`src/rtl/core/box_blur_3x3_stream_unit_assert.svh`:
```
// Assertion macros for the box blur RTL.
`ifndef BOX_BLUR_3X3_STREAM_UNIT_ASSERT_SVH
`define BOX_BLUR_3X3_STREAM_UNIT_ASSERT_SVH

// Same-cycle implication, checked at every rising edge out of reset.
`define BBS_ASSERT_IMPLY(label, ante, cons) \
  label: assert property (@(posedge clk) disable iff (rst) (ante) |-> (cons)) \
    else $error("box blur assertion failed");

// Next-cycle implication, checked at every rising edge out of reset.
`define BBS_ASSERT_NEXT(label, ante, cons) \
  label: assert property (@(posedge clk) disable iff (rst) (ante) |=> (cons)) \
    else $error("box blur assertion failed");

`endif

```
`src/rtl/core/bbs_pkg.sv`:
```
// Package of the box blur stream unit: constants, item types and helpers.
`default_nettype none

package bbs_pkg;

  // Line store geometry
  localparam int MAX_WIDTH  = 1024;
  localparam int ADDR_W     = $clog2(MAX_WIDTH);
  localparam int MAX_HEIGHT = 4096;
  localparam int ROW_W      = 12;
  localparam int FW_W       = 11;
  localparam int FH_W       = 13;

  // Output queue: room for every result of the items still in flight
  localparam int MAX_RESULTS = 3;
  localparam int IN_FLIGHT   = 4;
  localparam int QDEPTH      = 16;
  localparam int QPTR_W      = $clog2(QDEPTH);
  localparam int QCNT_W      = QPTR_W + 1;

  // floor(x/9) = (x * 7282) >> 16 for every 3x3 sum of 8-bit values
  localparam int RECIP_NINE  = 7282;
  localparam int RECIP_SHIFT = 16;

  // Configuration register indexes
  localparam int CFG_IDX_W = 4;
  localparam logic [CFG_IDX_W-1:0] CFG_FRAME_WIDTH  = 4'd0;
  localparam logic [CFG_IDX_W-1:0] CFG_FRAME_HEIGHT = 4'd1;

  localparam logic [FW_W-1:0] FRAME_WIDTH_RESET  = 11'd640;
  localparam logic [FH_W-1:0] FRAME_HEIGHT_RESET = 13'd480;

  // Channel index 0 is blue, 2 is red
  typedef logic [2:0][7:0] pix_t;
  // Column of the window: 0 is the oldest row, 2 the incoming row
  typedef pix_t [2:0] column_t;
  typedef logic [2:0][9:0] col_sum_t;

  typedef struct packed {
    column_t  col;
    col_sum_t sum;
  } cell_t;

  typedef struct packed {
    pix_t recent;
    pix_t older;
  } line_t;

  typedef struct packed {
    logic [7:0] blue_in;
    logic [7:0] green_in;
    logic [7:0] red_in;
  } pixel_item_t;

  typedef struct packed {
    logic [ROW_W-1:0]  out_row;
    logic [ADDR_W-1:0] out_column;
    logic [7:0]        blue_out;
    logic [7:0]        green_out;
    logic [7:0]        red_out;
    logic              run_last;
  } result_t;

  // Which results an item makes
  typedef struct packed {
    logic lead;      // the pixel one row up and one column left
    logic interior;  // that pixel gets the mean
    logic row_end;   // the last pixel of the row above
    logic last_row;  // the item itself, passed through
  } emit_t;

  // Queue write side: n results in item[0..n-1]
  typedef struct packed {
    logic [1:0]                  n;
    result_t [MAX_RESULTS-1:0]   item;
  } push_t;

  typedef struct packed {
    logic [QCNT_W-1:0] count;
  } queue_status_t;

  function automatic result_t make_result(logic [ROW_W-1:0] row,
                                          logic [ADDR_W-1:0] col, pix_t p);
    result_t r;
    r.out_row    = row;
    r.out_column = col;
    r.blue_out   = p[0];
    r.green_out  = p[1];
    r.red_out    = p[2];
    r.run_last   = 1'b0;
    return r;
  endfunction

endpackage

`default_nettype wire

```
`src/rtl/core/bbs_out_queue.sv`:
```
// Output queue: takes up to three results a cycle, hands out one while result_ready is high.
`default_nettype none

module bbs_out_queue (
  input  wire logic                  clk,
  input  wire logic                  rst,
  input  wire bbs_pkg::push_t        push,
  output      bbs_pkg::result_t      result,
  output      logic                  result_valid,
  input  wire logic                  result_ready,
  output      bbs_pkg::queue_status_t status
);
  import bbs_pkg::*;

  result_t            q [QDEPTH];
  logic [QPTR_W-1:0]  wr_ptr;
  logic [QPTR_W-1:0]  rd_ptr;
  logic [QCNT_W-1:0]  count;
  logic               pop;

  assign result_valid = (count != '0);
  assign result       = q[rd_ptr];
  assign pop          = result_valid && result_ready;
  assign status.count = count;

  // Storage
  always_ff @(posedge clk) begin
    for (int k = 0; k < MAX_RESULTS; k++) begin
      if (k < int'(push.n)) begin
        q[wr_ptr + QPTR_W'(k)] <= push.item[k];
      end
    end
  end

  // Pointers and fill level
  always_ff @(posedge clk) begin
    if (rst) begin
      wr_ptr <= '0;
      rd_ptr <= '0;
      count  <= '0;
    end else begin
      wr_ptr <= wr_ptr + QPTR_W'(push.n);
      if (pop) begin
        rd_ptr <= rd_ptr + QPTR_W'(1);
      end
      count <= count + QCNT_W'(push.n) - QCNT_W'(pop);
    end
  end

endmodule

`default_nettype wire

```
`config.mk`:
```
export PLATFORM = sky130hd
export DESIGN_NAME = bbs_out_queue
export DESIGN_NICKNAME = d
export VERILOG_FILES = /design/src/rtl/core/box_blur_3x3_stream_unit_assert.svh /design/src/rtl/core/bbs_pkg.sv /design/src/rtl/core/bbs_out_queue.sv
export SDC_FILE = /design/constraint.sdc
export NUM_CORES = 2
export LEC_CHECK = 0
export BUFFER_PORTS_ARGS = -buffer_cell sky130_fd_sc_hd__buf_2
export CORE_ASPECT_RATIO = 1.2
export CORE_MARGIN = 4
export CORE_UTILIZATION = 36
export DETAILED_ROUTE_END_ITERATION = 10
export HOLD_SLACK_MARGIN = 0.1
export PLACE_DENSITY = 0.64
export SYNTH_ARGS = -nofsm -noshare
export SYNTH_HDL_FRONTEND = slang
export SYNTH_SLANG_ARGS = --single-unit
```
`constraint.sdc`:
```
create_clock -name clk -period 6.2 [get_ports clk]
set_input_delay 1.24 -clock clk [delete_from_list [all_inputs] [get_ports clk]]
set_output_delay 1.24 -clock clk [all_outputs]
set_load 0.005 [all_outputs]
```
==> results.md <==
- Post-Syn Area per Cell: between 10 and 15 sq um
- Initial Util: between 30 and 40%
- Main combinational cell family by area after synthesis: compound AO/OA/AOI/OAI gates
- Lkg Pwr: 0.0162 uW
- Final cell count without fillers: between 5000 and 6000
- CTS Root Cell: clkbuf_16
- Most numerous cell on the critical path: buf_4
- DP Area: roughly 47000 sq um
- Mapped cell area: approximately 45000 sq um
- Post-synth net total: 4448
- Unrepaired setup endpoints after global routing: no
- DRC Markers: 0
- Via count: between 30000 and 40000
- Max Cap Viol: 0
- Worst vdd ir: approximately 0.21 mV
- Synth area leader: edfxtp_1
- GPL Wtd Cong: about 0.86
- Final setup fails: 0
- Share of the synthesized area in the top cell type: approximately 50%
- Critical Path Slowest Stage Cell: dfxtp_4
- Register bit count reported by yosys: between 700 and 800
- Flop pwr share: a little over two fifths
- WS Path Type: reg -> out
- Switching share of power: 31.5%
- Simple-gate portion of the synthesized area: roughly a tenth
- Final core utilization: about two fifths
- Clk buf depth: 3
- Max FO, Critical Path: 35
- Worst reg2reg setup slack: about 1.7 ns
- Hold crit path type: reg -> reg
- IO Pins: 199
- GRT Total Usage: a little over a quarter
- Post-synth EDFFs: ~750
- Via density: between 6 and 7
- Hold Path Depth: 2
- Psw: between 4000 and 5000 uW
- Status: finished, final reports clean
- Worst Path Required: approximately 5.0 ns
- CTS Buf Count: 86
- Post-synthesis mux area share: 13.6%
- Max Clk Rate: between 200 and 250 MHz
- Row cnt: approximately 140
- Routed WL: approximately 180 mm
- Global-route wire length before repair: between 200 and 300 mm
- Fin nets: 4228
- Synth-to-Final Area Change: 10.5%
- Core box area: ~120000 sq um
- CTS tree: built
- Worst R2R Start: wr_ptr[1]$_SDFF_PP0_
- Skew final: approximately 0.022 ns
- Crit-path cells: buf_4, buf_4, mux4_2, a22oi_1, nand2_1, buf_2
- Post-DRT Antenna Nets: 0
- Measured slew at the worst slew-check pin: between 1 and 1.5 ns
- Internal Power: 10600 uW
- Die height: between 300 and 400 um
- Pre-antenna DRT Iters: 8
- Largest net degree at the start of global routing: 95
- Post-DP HPWL: approximately 98 mm
- Most common flop cell mapped by yosys: edfxtp_1
- Vias in the first global route: 36300
- Clk_lat worst skew: 0.67 ns
- Synth Instances: 4289
- Initial antenna violation count: 20
- Post-Synth XOR/XNOR Area: less than 1%
- Top post-synthesis cells by area: edfxtp_1, a22oi_1, mux4_2
- Max-slew headroom: around 8.8%
- Worst hold start: rd_ptr[1]$_SDFFE_PP0N_
- Die X: around 330 um
- Final max-slew violation count: 0
- WP data arrival: between 3 and 4 ns
- Dpl ws: between 1.5 and 2 ns
- Iteration-0 DRC Markers: between 6000 and 7000
- Netlist cell types: 39
- Critical path's largest stage delay: slightly above 0.9 ns
- Power per cell area: 312 nW/um^2
- Fin Setup TNS: 0 ns
- Register area share after synthesis: approximately half
- Final Cycle Share: approximately three quarters
- Hold bufs inserted after CTS: 0
- H-Tree Level Count: 3
- Post-route setup slack: 1.57 ns
- Power share of the clock group: 33.0%
- Top-count cell post-synth: edfxtp_1
- Share of cells above drive strength 1: 15.7%
- Wirelength per Cell: between 30 and 40 um
- Crit. End Element: output pin
- Commonest cells in the netlist: edfxtp_1, a22oi_1, nor2_1, nand2_1, a21oi_1
- Synth warn: 0
- Setup Buffers After CTS: 0
- Final min period: approximately 4.6 ns
- Crit path launch type: flop
- Placed Cells: between 5000 and 6000
- Synth Area in Compound Gates: approximately a fifth
- Clock Pin Slew Worst Setup and Hold Paths: approximately 0.050 ns
- Fin. Hold Viols: 0
- Post-synthesis adder-cell area fraction: less than 1%
- GRT overflow: 0
- Die area: between 100000 and 150000 sq um
- Cells on worst reg2reg path: 3
- Cts repair resizes: 0
- CTS Sinks: 769
- Post-synthesis async set-or-reset flop share: 0%
- Combinational share of power: 25.3%
- End of the worst register-to-register path: q[14][44]$_DFFE_PP_
- Final instance area: 49500 sq um
- PortBufs: ~200
registers in the layout, indices dropped and copies added (netlist names), named ones only:
name / flops
q: 752
status: 5
rd_ptr: 4
wr_ptr: 4
metrics by stage:
stage / hold slack (ns) / total power, uW
after CTS: 0.490 / 15400
after global routing: 0.527 / 15900
final: 0.482 / 15400
after detailed placement: 0.481 / 10400
after global placement: 0.478 / 10300
after floorplan: 0.463 / 8960
power groups by stage:
stage	sequential [uW]	clock, uW	combinational, uW
3_5_place_dp	6540	0	3870
6_report	6430	5100	3910
5_1_grt	6460	5340	4140
4_1_cts	6430	5110	3880
3_3_place_gp	6520	0	3820
2_1_floorplan	6390	0	2580
logic make-up (layout without fill, tap and decap cells):
logic type / after synthesis / after routing
other cells: 0 / 16
xor+xnor: 11 / 11
mux: 376 / 376
buf+inv: 600 / 449
compound gates: 1434 / 1434
simple gates: 1086 / 1086
flops: 769 / 769
fa+ha+maj: 13 / 13
area by class of cell:
class / count / area (sq um)
clock inverter: 50 / 468
antenna: 16 / 40.0
multi-input combinational: 2920 / 20000
clock buffer: 107 / 2260
inverter: 16 / 60.1
sequential: 769 / 22900
timing repair buffer: 276 / 1680
tap: 1644 / 2060
fill: 11600 / 73800
layer usage:
layer	global-route usage [%]	part of all wire, %
met3	6.69	13
met5	0.187	0.043
met4	13.6	5.6
met2	42.1	47
met1	33.1	35
critical path: cells and delay by family, from the launching register on:
| kind | cells | cell delay, ns |
|---|---|---|
| multiplexers | 1 | 0.53 |
| buffers and inverters | 3 | 0.94 |
| AO/OA/AOI/OAI | 1 | 0.21 |
| AND/OR/NAND/NOR | 1 | 0.08 |
| flip-flops | 1 | 0.92 |
cell usage in the layout (no fill, tap or decap), types with 4 or more instances in the layout:
| cell | count |
|---|---|
| nand4_1 | 6 |
| ha_1 | 11 |
| nor2_1 | 531 |
| dfxtp_1 | 15 |
| nand3_4 | 14 |
| mux4_2 | 188 |
| nand2_1 | 478 |
| xor2_1 | 6 |
| clkbuf_16 | 86 |
| buf_12 | 8 |
| o21bai_4 | 4 |
| clkinv_2 | 15 |
| bufinv_16 | 6 |
| a21oi_1 | 383 |
| nor2_4 | 5 |
| nand2b_1 | 4 |
| o21ai_1 | 41 |
| o22ai_4 | 4 |
| diode_2 | 16 |
| clkinv_1 | 16 |
| a22oi_1 | 658 |
| edfxtp_1 | 752 |
| nor4_2 | 6 |
| nor2b_1 | 10 |
| mux2i_1 | 188 |
| clkinvlp_4 | 5 |
| o21ai_4 | 4 |
| o21ai_0 | 335 |
| buf_2 | 197 |
| clkbuf_1 | 18 |
| nand3_1 | 6 |
| inv_1 | 16 |
| buf_4 | 71 |
worst max path at each step:
stage                     startpoint  cells after the start                  end  slack (ns)
after floorplan            push[142]                      5   q[13][0]$_DFFE_PP_        0.20
after global placement     push[142]                      4  q[14][33]$_DFFE_PP_        1.98
after detailed placement   push[142]                      4   q[14][9]$_DFFE_PP_        1.93
after CTS                       flop                      6           result[13]        1.50
after global routing            flop                      6           result[14]        1.35
final                           flop                      6           result[14]        1.57
Note: power is estimated with default switching activity, not from simulation.
