File: src/rtl/core/box_blur_3x3_stream_unit_assert.svh
// Assertion macros for the box blur RTL.
`ifndef BOX_BLUR_3X3_STREAM_UNIT_ASSERT_SVH
`define BOX_BLUR_3X3_STREAM_UNIT_ASSERT_SVH

// Same-cycle implication, checked at every rising edge out of reset.
`define BBS_ASSERT_IMPLY(label, ante, cons) \
  label: assert property (@(posedge clk) disable iff (rst) (ante) |-> (cons)) \
    else $error("box blur assertion failed");

// Next-cycle implication, checked at every rising edge out of reset.
`define BBS_ASSERT_NEXT(label, ante, cons) \
  label: assert property (@(posedge clk) disable iff (rst) (ante) |=> (cons)) \
    else $error("box blur assertion failed");

`endif

File: src/rtl/core/bbs_pkg.sv
// Package of the box blur stream unit: constants, item types and helpers.
`default_nettype none

package bbs_pkg;

  // Line store geometry
  localparam int MAX_WIDTH  = 1024;
  localparam int ADDR_W     = $clog2(MAX_WIDTH);
  localparam int MAX_HEIGHT = 4096;
  localparam int ROW_W      = 12;
  localparam int FW_W       = 11;
  localparam int FH_W       = 13;

  // Output queue: room for every result of the items still in flight
  localparam int MAX_RESULTS = 3;
  localparam int IN_FLIGHT   = 4;
  localparam int QDEPTH      = 16;
  localparam int QPTR_W      = $clog2(QDEPTH);
  localparam int QCNT_W      = QPTR_W + 1;

  // floor(x/9) = (x * 7282) >> 16 for every 3x3 sum of 8-bit values
  localparam int RECIP_NINE  = 7282;
  localparam int RECIP_SHIFT = 16;

  // Configuration register indexes
  localparam int CFG_IDX_W = 4;
  localparam logic [CFG_IDX_W-1:0] CFG_FRAME_WIDTH  = 4'd0;
  localparam logic [CFG_IDX_W-1:0] CFG_FRAME_HEIGHT = 4'd1;

  localparam logic [FW_W-1:0] FRAME_WIDTH_RESET  = 11'd640;
  localparam logic [FH_W-1:0] FRAME_HEIGHT_RESET = 13'd480;

  // Channel index 0 is blue, 2 is red
  typedef logic [2:0][7:0] pix_t;
  // Column of the window: 0 is the oldest row, 2 the incoming row
  typedef pix_t [2:0] column_t;
  typedef logic [2:0][9:0] col_sum_t;

  typedef struct packed {
    column_t  col;
    col_sum_t sum;
  } cell_t;

  typedef struct packed {
    pix_t recent;
    pix_t older;
  } line_t;

  typedef struct packed {
    logic [7:0] blue_in;
    logic [7:0] green_in;
    logic [7:0] red_in;
  } pixel_item_t;

  typedef struct packed {
    logic [ROW_W-1:0]  out_row;
    logic [ADDR_W-1:0] out_column;
    logic [7:0]        blue_out;
    logic [7:0]        green_out;
    logic [7:0]        red_out;
    logic              run_last;
  } result_t;

  // Which results an item makes
  typedef struct packed {
    logic lead;      // the pixel one row up and one column left
    logic interior;  // that pixel gets the mean
    logic row_end;   // the last pixel of the row above
    logic last_row;  // the item itself, passed through
  } emit_t;

  // Queue write side: n results in item[0..n-1]
  typedef struct packed {
    logic [1:0]                  n;
    result_t [MAX_RESULTS-1:0]   item;
  } push_t;

  typedef struct packed {
    logic [QCNT_W-1:0] count;
  } queue_status_t;

  function automatic result_t make_result(logic [ROW_W-1:0] row,
                                          logic [ADDR_W-1:0] col, pix_t p);
    result_t r;
    r.out_row    = row;
    r.out_column = col;
    r.blue_out   = p[0];
    r.green_out  = p[1];
    r.red_out    = p[2];
    r.run_last   = 1'b0;
    return r;
  endfunction

endpackage

`default_nettype wire

File: src/rtl/core/bbs_cell.sv
// Window cell: one column of the 3x3 window and its per-channel sum.
`default_nettype none

module bbs_cell (
  input  wire logic              clk,
  input  wire logic              rst,
  input  wire logic              shift,
  input  wire bbs_pkg::column_t  col_in,
  output      bbs_pkg::cell_t    slot
);
  import bbs_pkg::*;

  col_sum_t sum_next;

  // Column sum of the incoming column
  always_comb begin
    for (int ch = 0; ch < 3; ch++) begin
      sum_next[ch] = 10'(col_in[0][ch]) + 10'(col_in[1][ch]) + 10'(col_in[2][ch]);
    end
  end

  // Take the incoming column on every shift
  always_ff @(posedge clk) begin
    if (rst) begin
      slot <= '0;
    end else if (shift) begin
      slot.col <= col_in;
      slot.sum <= sum_next;
    end
  end

endmodule

`default_nettype wire

File: config.mk
export PLATFORM = sky130hd
export DESIGN_NAME = bbs_cell
export DESIGN_NICKNAME = d
export VERILOG_FILES = /design/src/rtl/core/box_blur_3x3_stream_unit_assert.svh /design/src/rtl/core/bbs_pkg.sv /design/src/rtl/core/bbs_cell.sv
export SDC_FILE = /design/constraint.sdc
export NUM_CORES = 1
export LEC_CHECK = 0
export BUFFER_PORTS_ARGS = -buffer_cell sky130_fd_sc_hd__clkbuf_2
export CORE_ASPECT_RATIO = 1.25
export CORE_MARGIN = 10
export CORE_UTILIZATION = 35
export CTS_CLUSTER_DIAMETER = 50
export DETAILED_ROUTE_END_ITERATION = 7
export GPL_TIMING_DRIVEN = 0
export SETUP_SLACK_MARGIN = 0.2
export SLEW_MARGIN = 20
export SYNTH_ARGS = -nofsm -noshare
export SYNTH_HDL_FRONTEND = slang
export SYNTH_SLANG_ARGS = --single-unit
File: constraint.sdc
create_clock -name clk -period 2.4 [get_ports clk]
set_input_delay 0.48 -clock clk [delete_from_list [all_inputs] [get_ports clk]]
set_output_delay 0.48 -clock clk [all_outputs]
set_load 0.02 [all_outputs]
==> metrics list, run 1 <==
* Post-Syn Nets: slightly above 600
* Flip-flop count of the largest register after layout: 102
* Number of non-filler instances in the completed layout: 859
* Count of final hold-check violations: 0
- Port Buffer Count: 175
- Share of cells above drive strength 1: 34.1%
* Sequential element share of the synthesized area: 41.3%
- Height of the chip: 153 um
* Worst-case setup margin in the final layout: about 0.13 ns
* Gr ovfl total: 0
- The floorplan step defined a die boundary enclosing 19300 um2.
- Largest net degree at the start of global routing: 18
- Summing all multi-input logic gate instances after layout gives 2840 um2.
- Routability-driven placement finished with a final weighted congestion of a little under 0.8.
* Initial core utilization: 35.8%
- After clock tree synthesis, the clock-pin slew on the worst setup and hold paths is ~0.070 ns.
- At the end of the flow, the number of nets in the layout was 802.
- In this design, the stage delay of the slowest critical-path cell is 0.52 ns.
* Portion of the clock cycle consumed by the worst path in the final layout: 94.4%
- WP data arrival: ~2.5 ns
* Placement row count: 48
* Synthesized instance count: slightly below 500
* Vias per cell: 4.91
- Final Routed Wirelength: 16.3 mm
- In this run the cell area measured after placement is just over 6000 um2.
* Number of register bits inferred by synthesis: 102
- DRC Markers: 0
* 1st-iter DRT viols: around 130
- Number of placed instances with taps included: 837
- Status: completed
* Crit path capture type: flop
* Biggest registers after layout: slot: 102 flops
* Maximum fanout along the worst path: 3
* Power density over cell area: 742 nW/um2
- Clock tree synthesis found a total of 102 sinks.
* Startpoint type of the worst setup path: primary input
* Antenna violations before repair: 0
- Kind of critical path: in2reg
- Critical path buffers and inverters: 1
- In this run the horizontal extent of the chip is 126 um.
* Ys async rst share: 0%
* Layout overhead on the synthesized area: 32.4%
- Summed over all failing endpoints, the final setup total negative slack is 0 ns.
- Clock tree synthesis selected as its root buffer the cell clkbuf_16.
- Most common flop cell mapped by yosys: dfxtp_1
* Post-layout min period: 2.27 ns
- MaxCap Viol Count: 0
- Finished layout cell area: 6550 um2
* Syn_area_per_cell: 10.2 um2
- The slowest stage of the critical path is the fa_1 cell.
* Count of antenna-violating nets left after detailed routing: 0
- Detailed routing inserted a total of 4215 vias.
* Detail-routed net length per standard cell: 18.9 um
- The Yosys step of the flow raised 0 warnings.
- In this run the worst hold path is classified as in2reg.
- Counting flops with a built-in enable in the synthesized netlist gives 0.
- Yosys mapped the design onto 45 distinct sky130hd cell types.
- Highest attainable clock frequency: 441 MHz
* Detailed-router iteration count before antenna repair: 4
* Clock buffer depth: 2
* Total area of sequential cells: 2040 um2
- Number of antenna cells inserted: 0
- Final max-slew violation count: 0
* Max VDD drop: 0.000358 V
- Setup slack on the worst flop-to-flop path: ~1.7 ns
- Number of hold-repair buffers added at the cts stage: 0
- Traced cell by cell, the critical path runs through buf_6 > fa_1 > ha_4 > fa_2 > a211oi_2 > o21bai_1 > a21o_2 > xor2_1 > a22o_1.
- Slew at the pin closest to its max-slew limit: 0.793 ns
- Pre-CTS setup slack: -0.268 ns
- Top reg by flops: slot
* CTS tree: built
- Count of endpoints failing setup in the final report: 0
* Via count of the first global-routing pass: 4605
* Insertion delay of the later-clocked pin in the worst-skew pair: 0.35 ns
- Worst clock skew: 0 ns
- The clock tree synthesis step divided the H-tree into 3 levels.
- Global-route wire length before repair: 25.5 mm
* Area of the core region: 13800 um2
- The HPWL after detailed placement is 12.8 mm.
- Pin placement for this block handled 177 I/O pins.
* Overall routing resource usage: about 17%
- The worst pin sits at a relative slew slack of 47.1%.
- Gate family responsible for the most delay along the worst path: adder cells
- Setup repair after global routing could not meet its margin everywhere.
- Post-Syn Area: 4950 um2
- The filler cells instantiated in the layout total 1369.
- Cell leakage power: 0.00323 uW
- The number of clock buffers added by TritonCTS is 9.
- Required arrival time at the worst endpoint: 2.64 ns
-- final timing paths --
kind	startpoint	end	cells past startpoint
worst max register to register	slot[26]$_SDFFE_PP0P_	slot[26]$_SDFFE_PP0P_	1
worst min register to register	slot[29]$_SDFFE_PP0P_	slot[29]$_SDFFE_PP0P_	2
worst min-delay path	col_in[17]	slot[47]$_SDFFE_PP0P_	3
worst max-delay path	col_in[57]	slot[17]$_SDFFE_PP0P_	9
-- per-stage QoR --
step / power (uW) / hold WS, ns / util (%)
floorplan: 2840 / 0.546 / -
CTS: 4870 / 0.372 / 46.5
finish: 4860 / 0.373 / 47.4
global route: 5130 / 0.397 / 47.4
global placement: 3300 / 0.458 / 44.0
detailed placement: 3330 / 0.463 / 44.0
-- cells in the final DEF (no fill, tap or decap), types with 7 or more instances in the layout --
cell | netlist | routed
a211oi_1 | 14 | 11
inv_1 | 24 | 23
clkbuf_1 | 11 | 11
mux2i_1 | 81 | 81
clkbuf_16 | 0 | 9
dfxtp_1 | 102 | 102
buf_2 | 8 | 8
ha_1 | 21 | 15
nor2_1 | 102 | 101
o21ai_0 | 11 | 9
fa_1 | 27 | 23
clkbuf_2 | 0 | 171
nand2_1 | 7 | 7
-- cell families after synthesis --
| logic type | Yosys count | share of synthesized area [%] |
|---|---|---|
| compound gates | 63 | 8.95 |
| simple gates | 134 | 11.6 |
| mux | 81 | 16.4 |
| fa+ha+maj | 48 | 16.2 |
| buf+inv | 50 | 4.00 |
| flops | 102 | 41.3 |
| xor+xnor | 9 | 1.59 |
-- repair_timing --
item / 4_1_cts / 5_1_grt
resized for setup: 4 / 25
buffers inserted: 3 / 3
pin swaps: 6 / 9
setup endpoints to repair: 5 / 13
gates cloned: 0 / 0
-- worst min-delay path, delay by kind of cell --
family                 cells  cell delay [ns]
and+or+nand+nor            1             0.08
muxes                      1             0.06
buffers and inverters      1             0.07
-- per-layer routing --
layer / GRT usage, % / part of all wire (%) / up-vias
met5: 0 / 0 / -
met4: 6.25 / 1.8 / 0
met3: 4.08 / 6.9 / 16
met2: 28.3 / 50 / 132
met1: 19.6 / 41 / 2008
li1: - / - / 2059
-- cell usage after synthesis, drive strengths merged, types with 2 or more instances --
cell	number	area, um2
o41ai	2	17.5
clkbuf	11	41.3
fa	27	541
inv	24	90.1
xor2	3	26.3
a22o	3	26.3
nor2b	2	20.0
o21bai	2	15.0
nand3	6	30.0
nand2	7	26.3
ha	21	263
a31oi	2	12.5
nor2	102	383
buf	14	62.6
a211oi	15	118
nand4	3	18.8
or4	2	18.8
a21o	7	53.8
o21ai	11	55.1
xnor2	6	52.6
o21a	2	15.0
mux2i	81	811
nor3	6	30.0
dfxtp	102	2040
a21oi	11	55.1
-- power by group --
group	switching, uW	internal (uW)	total [uW]	leakage, uW
clock	676	811	1490	0.000142
sequential	76.5	1840	1910	0.000843
combinational	843	613	1460	0.00225
-- final cells by class --
class                      count  area share, %
multi-input combinational    335           43.3
sequential                   102           31.2
timing repair buffer         181           14.6
clock buffer                   9           3.44
tap                          175           3.34
buffer                        25           1.59
inverter                      25           1.43
clock inverter                 7           1.11
(Power assumes the default switching activity.)
==> inputs of run 2 (changes only) <==
ABC_AREA = 1   (was not set)
==> metrics list, run 2 <==
* Cts bufs inserted: 9 (unchanged)
* Reg2reg start: slot[3]$_SDFFE_PP0P_
- For this run, the leading register cell type out of synthesis is dfxtp_1.
* Setup Total Neg Slack: 0 ns (unchanged)
- By count the netlist is led by nand2_1 (192), dfxtp_1 (102), nor2_1 (73), inv_1 (71), a21oi_1 (70).
- Slew at the pin closest to its max-slew limit: 0.491 ns (-0.302 ns)
* Final Routed Wirelength: 17.3 mm (+6.1%)
- The number of inserted filler cells in the final layout was 1522 (+11%).
- The count of flip-flops with a built-in enable after synthesis is 0 (unchanged).
* Crit path capture type: flop
- The depth of the most critical reg-to-reg path was 4 (+3).
- CP cell instances: clkbuf_2 > fa_1 > ha_1 > inv_1 > fa_1 > inv_1 > nand3_1 > nand3_2 > xor2_2 > o21ai_1 > inv_1
- Maximum fanout along the worst path: 2 (-1)
- Height of the chip: 157 um (+2.4%)
* Hold depth: 3 (unchanged)
- The count of cells resized by post-cts repair is 0 (-4).
- The routed wire length on met3 was 1.24 mm (+11%).
* Pre-CTS setup slack: -0.111 ns (+0.157 ns)
- The largest registers in the layout are slot: 102 flops.
* Critical Path Max Stage Delay: 0.56 ns (+0.04 ns)
- The worst hold path belongs to the class in2reg.
- Number of register bits inferred by synthesis: 102 (unchanged)
- CTS tree: built
* Count of antenna-violating nets left after detailed routing: 0 (unchanged)
- Worst clock skew: 0 ns (unchanged)
* 1st-iter DRT viols: 281 (+120%)
* Area of the die: 20200 um2 (+4.8%)
- The final estimated routing congestion in global placement came to 0.885 (+13%).
- Count of final hold-check violations: 0 (unchanged)
- The number of setup buffers added after CTS was 0 (-3).
* Max VDD drop: 0.000330 V (-7.8%)
- Leaving out fill and tap cells, the most frequent cell in the layout is nand2_1.
- By area the synthesized netlist is led by dfxtp_1 (39%), nand2_1 (14%), fa_1 (10%).
- The power density over the cells came to 734 nW/um2 (-1.0%).
- Port Buffer Count: 174 (-0.57%)
- The number of antenna violations at the first check in global routing is 0 (unchanged).
- The upper clock frequency limit was 480 MHz (+8.7%).
- The first-pass GRT wire length is 26.4 mm (+3.5%).
* Kind of critical path: in2reg
- H-tree levels: 3 (unchanged)
* WP data arrival: 2.33 ns (-0.18 ns)
- The portion of the post-synthesis area used by sequential elements came to 39.1% (-2.2 points).
- The first-pass iteration count of the detailed router is 5 (+1).
* Wl on met1: 7.22 mm (+7.7%)
- The number of core rows is 49 (+2.1%).
* Clock buffer depth: 2 (unchanged)
* Uppermost routed layer: met4
* Post-layout min period: 2.09 ns (-0.180 ns)
- Among all stages on the critical path, the largest delay is contributed by fa_1.
* Vias per cell: 4.61 (-6.0%)
* Ys async rst share: 0% (unchanged)
- The post-synthesis cell area was 5230 um2 (+5.6%).
- The average wire length per cell after detail routing is 16.6 um (-12%).
* Worst-path clk slew: 0.07 ns (about the same)
* Count of nets after finishing: 980 (+22%)
* Initial core utilization: 36.0% (+0.14 points)
* Post-Syn Nets: 795 (+30%)
- The tightest slew margin relative to the limit was 67.2% (+20 points).
- Total via count in the routed design: 4796 (+14%)
* Flip-flop count of the largest register after layout: 102 (unchanged)
- Setup slack on the worst flop-to-flop path: 1.72 ns (+0.06 ns)
- The total global routing overflow was 0 (unchanged).
* Gate family responsible for the most delay along the worst path: adder cells
* Number of antenna cells inserted: 0 (unchanged)
* Count of endpoints failing setup in the final report: 0 (unchanged)
- Setup repair after global routing could not meet its margin everywhere.
* Top reg by flops: slot
- The clock latency reported for the late side of the worst-skew pair was 0.34 ns (about the same).
- Warnings from Yosys: 0 (unchanged)
- The required time at the worst-slack endpoint is 2.64 ns (about the same).
* Biggest area consumer among synthesized cells: dfxtp_1
* Synthesized instance count: 672 (+38%)
* Portion of synthesized cell area occupied by the leading cell type: 39.1% (-2.2 points)
- The number of max-slew violations in the final report is 0 (unchanged).
- The area growth from synthesis to layout is 27.8%.
- Cell repeated most along the worst path: inv_1
- The pin count of the biggest net entering global routing came to 18 (unchanged).
- In this run the clock root is driven by a clkbuf_16.
* Number of clock sinks: 102 (unchanged)
* Status: completed
- Most frequent cells in the layout: nand2_1 (192), clkbuf_2 (174), dfxtp_1 (102)
- The final clock period utilization by the worst path is 86.9% (-7.5 points).
- The number of top-level design ports came to 177 (unchanged).
* Number of hold-repair buffers added at the cts stage: 0 (unchanged)
- In the post-synthesis netlist, the cell with the most instances is nand2_1.
- Via count of the first global-routing pass: 4787 (+4.0%)
- DRC Markers: 0 (unchanged)
- The total buffers and inverters traversed by the critical path is 4 (+3).
* MaxCap Viol Count: 0 (unchanged)
* Worst hold slack after final layout: 0.387 ns (+0.0139 ns)
- The die span in x was 129 um (+2.3%).
- STA classifies the critical path startpoint as a primary input.
- The worst hold path begins at col_in[52].
* End of the worst register-to-register path: slot[3]$_SDFFE_PP0P_
- The post-DP HPWL is 14.2 mm (+12%).
* Wire length on met2: 8.33 mm (+2.4%)
- The area of the core region came to 14500 um2 (+5.2%).
* Count of cell types in the netlist: 28 (-38%)
* Share of cells above drive strength 1: 27.4% (-6.7 points)
- The final setup slack of the worst path came to 0.315 ns (+0.180 ns).
* Cell leakage power: 0.00344 uW (+6.3%)
* Overall routing resource usage: 16.8% (+0.17 points)
- Syn_area_per_cell: 7.78 um2 (-23%)
- For hold timing, the worst endpoint is slot[82]$_SDFFE_PP0P_.
[run 2: cell types whose count changed after synthesis, sizes merged, moves of 13 or more]
cell   change
nand2    +189
mux2i     -81
a21oi     +60
inv       +48
nor2      -29
nand3     +24
buf       +13
[run 2: cell type report]
| type | instances | area, um2 | area share, % |
|---|---|---|---|
| sequential | 102 | 2040 | 30.6 |
| clock inverter | 6 | 93.8 | 1.41 |
| buffer | 33 | 223 | 3.34 |
| multi-input combinational | 465 | 2720 | 40.7 |
| inverter | 72 | 270 | 4.05 |
| timing repair buffer | 174 | 871 | 13.0 |
| tap | 178 | 223 | 3.34 |
| clock buffer | 10 | 239 | 3.58 |
[run 2: power breakdown]
part,internal (uW),total [uW],switching (uW)
clock network,950,1620,666
registers,1820,1890,66.1
logic,517,1390,876
[run 2: routing by layer]
| layer | vias to the layer above | track usage, % |
|---|---|---|
| li1 | 2483 | - |
| met1 | 2160 | 19.5 |
| met2 | 127 | 28.3 |
| met3 | 26 | 4.87 |
| met4 | 0 | 6.78 |
| met5 | - | 0 |
[run 2: worst register-to-register path, cell delays in order (launching register included)]
cell and delay (ns):
dfxtp_1 0.32, nor2_1 0.09, nor2_1 0.04, o21ai_0 0.08
inv_1 0.05
[run 2: worst max-delay path by stage]
stage | slack [ns] | to | depth (start not counted) | startpoint
global route | 0.19 | slot[25]$_SDFFE_PP0P_ | 11 | col_in[41]
CTS | 0.25 | slot[25]$_SDFFE_PP0P_ | 11 | col_in[17]
global placement | -0.08 | slot[25]$_SDFFE_PP0P_ | 11 | col_in[17]
finish | 0.31 | slot[25]$_SDFFE_PP0P_ | 11 | col_in[17]
floorplan | 0.23 | slot[25]$_SDFFE_PP0P_ | 10 | col_in[17]
detailed placement | -0.11 | slot[25]$_SDFFE_PP0P_ | 11 | col_in[17]
[run 2: cell families after synthesis]
family | after synthesis | synth area share, %
XOR/XNOR | 8 | 1.34
AO/OA/AOI/OAI | 98 | 10.8
flip-flops | 102 | 39.1
adder cells (fa/ha/maj) | 48 | 15.4
buffers and inverters | 105 | 9.43
AND/OR/NAND/NOR | 311 | 24.0
[run 2: metrics by stage]
| stage | util, % | cell area [um2] | power (uW) | instances |
|---|---|---|---|---|
| 2_1_floorplan | - | 5230 | 2840 | 672 |
| 3_3_place_gp | 43.5 | 6320 | 3310 | 1024 |
| 3_5_place_dp | 43.5 | 6320 | 3310 | 1024 |
| 4_1_cts | 45.8 | 6650 | 4950 | 1040 |
| 5_1_grt | 45.9 | 6680 | 5190 | 1040 |
| 6_report | 45.9 | 6680 | 4900 | 1040 |
==> inputs of run 3 (changes only) <==
CORE_ASPECT_RATIO = not set   (was 1.25)
CORE_UTILIZATION = 46   (was 35)
PLACE_DENSITY = 0.83   (was not set)
==> metrics list, run 3 (synthesis gave the netlist of run 2 again) <==
- The critical path ends at slot[25]$_SDFFE_PP0P_.
- Cell leakage power: 0.00341 uW (-0.83%)
- The clock network fraction of total power was 30.0% (-3.0 points).
- Worst-case setup margin in the final layout: 0.266 ns (-0.0487 ns)
- Power share of the sequential group: 40.9% (+2.3 points)
- The tightest min-delay check is of the in2reg type.
- Final Routed Wirelength: 15.9 mm (-7.6%)
- The worst hold path depth was 3 (unchanged).
- Setup repair after global routing left no endpoint under its margin.
- Power Internal: 3050 uW (-7.4%)
- Gr ovfl total: 0 (unchanged)
* Number of antenna cells inserted: 0 (unchanged)
- Critical path buffers and inverters: 4 (unchanged)
- The count of input and output buffers came to 174 (unchanged).
* Critical Path Max Stage Delay: 0.57 ns (about the same)
- Number of hold-repair buffers added at the cts stage: 0 (unchanged)
- Kind of critical path: in2reg
- Global-route wire length before repair: 25.4 mm (-3.8%)
- CP max stage cell: fa_1
- Worst-path clk slew: 0.07 ns (about the same)
* Number of clock sinks: 102 (unchanged)
- Vias per cell: 5.07 (+9.9%)
* Worst setup path startpoint: col_in[17]
- The number of cells on the critical path was 11 (unchanged).
* Highest attainable clock frequency: 469 MHz (-2.3%)
- The hold violation total from the final report came to 0 (unchanged).
- The area of the core region is 11000 um2 (-24%).
- The largest voltage drop on the vdd net was 0.000348 V (+5.4%).
- Detail-routed net length per standard cell: 15.9 um (-4.0%)
- Count of nets after finishing: 980 (unchanged)
- CTS Root Buffer Type: clkbuf_16
- Routing usage on met3: 7.46% (+2.6 points)
- The switching part of the total power came to 34.3% (+1.5 points).
- DRC Markers: 0 (unchanged)
- The worst register-to-register path begins at slot[25]$_SDFFE_PP0P_.
- The number of flip-flops under the largest register name was 102 (unchanged).
- In this run the critical register-to-register path is captured at slot[25]$_SDFFE_PP0P_.
- The pin count of the biggest net entering global routing came to 19 (+1).
- PnR Total Power: 4640 uW (-5.4%)
- Cell repeated most along the worst path: inv_1
- CP cell instances: clkbuf_2 > fa_1 > ha_1 > inv_1 > fa_1 > inv_1 > nand3_1 > nand3_2 > xor2_1 > o21ai_0 > inv_1
- slot holds more flip-flops than any other register.
- The final core utilization came to 59.7% (+14 points).
- Relative to the synthesized area, the layout overhead comes to 25.5%.
- The share of final-layout standard cells stronger than drive strength 1 came to 26.9% (-0.43 points).
* Gate family responsible for the most delay along the worst path: adder cells
* Area of the die: 16000 um2 (-21%)
- The power density over the cells was 707 nW/um2 (-3.6%).
- WP data arrival: 2.37 ns (+0.04 ns)
- The routed via count came to 5072 (+5.8%).
- Detailed-router iteration count before antenna repair: 5 (unchanged)
* Worst hold slack after final layout: 0.390 ns (+0.00338 ns)
- The net switching power of the design came to 1590 uW (-1.1%).
- The post-route non-filler standard cell count is 1001 (-3.8%).
- The number of DRC markers after the initial detailed-route iteration was 324 (+15%).
- Biggest registers after layout: slot: 102 flops
- The flow ran to the end, and the final reports show no timing, DRC or antenna violations.
- The global-route usage over all layers was 19.4% (+2.6 points).
- Post-layout min period: 2.13 ns (+0.0487 ns)
- The number of core rows was 38 (-22%).
* Via count of the first global-routing pass: 5060 (+5.7%)
- The number of H-tree branching levels was 3 (unchanged).
- Final max-slew violation count: 0 (unchanged)
- The setup clock skew after layout was 0 ns (unchanged).
* Number of placed instances with taps included: 986 (-3.7%)
- Antenna violations before repair: 0 (unchanged)
- Maximum fanout along the worst path: 2 (unchanged)
- The die span in x came to 127 um (-2.1%).
* Comb power frac: 29.1% (+0.7 points)
- met2 is the most crowded layer.
- I/O pin total: 177 (unchanged)
- The post-DP HPWL came to 13.1 mm (-7.9%).
* Depth of the worst register-to-register path: 4 (unchanged)
- The required time at the worst-slack endpoint came to 2.63 ns (about the same).
* Most common library cell in the layout ignoring fill and taps: nand2_1
- Most frequent cells in the layout: nand2_1 (192), clkbuf_2 (174), dfxtp_1 (102)
- Insertion delay of the later-clocked pin in the worst-skew pair: 0.34 ns (about the same)
- The slack of the worst reg-to-reg path was 1.70 ns (-0.02 ns).
- The met1 track demand over resource in global routing was 22.4% (+2.9 points).
- Initial core utilization: 47.6% (+12 points)
- CTS tree: built
- The die span in y was 127 um (-19%).
- Startpoint type of the worst setup path: primary input
- The worst setup path is captured at a flop.
- The placement-stage worst setup slack came to -0.0739 ns (+0.0374 ns).
* Cts bufs inserted: 9 (unchanged)
- The final estimated routing congestion in global placement is 0.957 (+8.2%).
- Met2 demand-to-capacity share in global routing: 32.6% (+4.3 points)
- Count of antenna-violating nets left after detailed routing: 0 (unchanged)
- The final setup violation count is 0 (unchanged).
- Number of filler cells placed in the layout: 1023 (-33%)
* MaxCap Viol Count: 0 (unchanged)
- Clock buffer depth: 2 (unchanged)
- Max-slew headroom: 63.8% (-3.4 points)
- Portion of the clock cycle consumed by the worst path in the final layout: 88.9% (+2.0 points)
* Slew at the pin closest to its max-slew limit: 0.543 ns (+0.0516 ns)
==> run 3: power groups by stage <==
stage               Sequential [uW]  Clock, uW  Combinational, uW
global placement               1920          0               1330
CTS                            1890       1420               1350
finish                         1900       1390               1350
global route                   1910       1480               1520
floorplan                      2090          0                751
detailed placement             1930          0               1340
==> run 3: through the flow <==
stage	area (um2)	setup TNS, ns
2_1_floorplan	5230	0
3_3_place_gp	6270	-0.0642
3_5_place_dp	6270	-0.174
4_1_cts	6550	0
5_1_grt	6560	0
6_report	6560	0
==> run 3: repair_timing <==
action                     4_1_cts  5_1_grt
setup endpoints to repair        0        3
hold endpoints to repair         0        0
resized for setup                0        3
setup buffers                    0        0
==> run 3: layout make-up <==
| cell class | count | area (um2) | area share, % |
|---|---|---|---|
| Clock inverter | 6 | 51.3 | 0.782 |
| Clock buffer | 9 | 225 | 3.43 |
| Timing Repair Buffer | 174 | 871 | 13.3 |
| Buffer | 33 | 223 | 3.40 |
| Tap cell | 140 | 175 | 2.67 |
| Inverter | 72 | 270 | 4.12 |
| Multi-Input combinational cell | 465 | 2700 | 41.2 |
| Sequential cell | 102 | 2040 | 31.1 |
==> run 3: worst min-delay path, delay by kind of cell <==
kind | cells | cell delay, ns
AOI/OAI and AO/OA | 1 | 0.05
buffers and inverters | 1 | 0.10
and+or+nand+nor | 1 | 0.06
==> run 3: routing by layer <==
| layer | wire, um | share of wire [%] |
|---|---|---|
| met1 | 6380 | 40 |
| met2 | 7580 | 48 |
| met3 | 1660 | 10 |
| met4 | 324 | 2.0 |
| met5 | 0 | 0 |
==> run 3: worst min-delay path by stage <==
| stage | start | endpoint | slack (ns) |
|---|---|---|---|
| 3_3_place_gp | slot[92]$_SDFFE_PP0P_ | slot[92]$_SDFFE_PP0P_ | 0.45 |
| 2_1_floorplan | slot[101]$_SDFFE_PP0P_ | slot[101]$_SDFFE_PP0P_ | 0.54 |
| 3_5_place_dp | slot[51]$_SDFFE_PP0P_ | slot[51]$_SDFFE_PP0P_ | 0.45 |
| 4_1_cts | col_in[66] | slot[96]$_SDFFE_PP0P_ | 0.38 |
| 6_report | col_in[49] | slot[79]$_SDFFE_PP0P_ | 0.39 |
| 5_1_grt | col_in[49] | slot[79]$_SDFFE_PP0P_ | 0.40 |
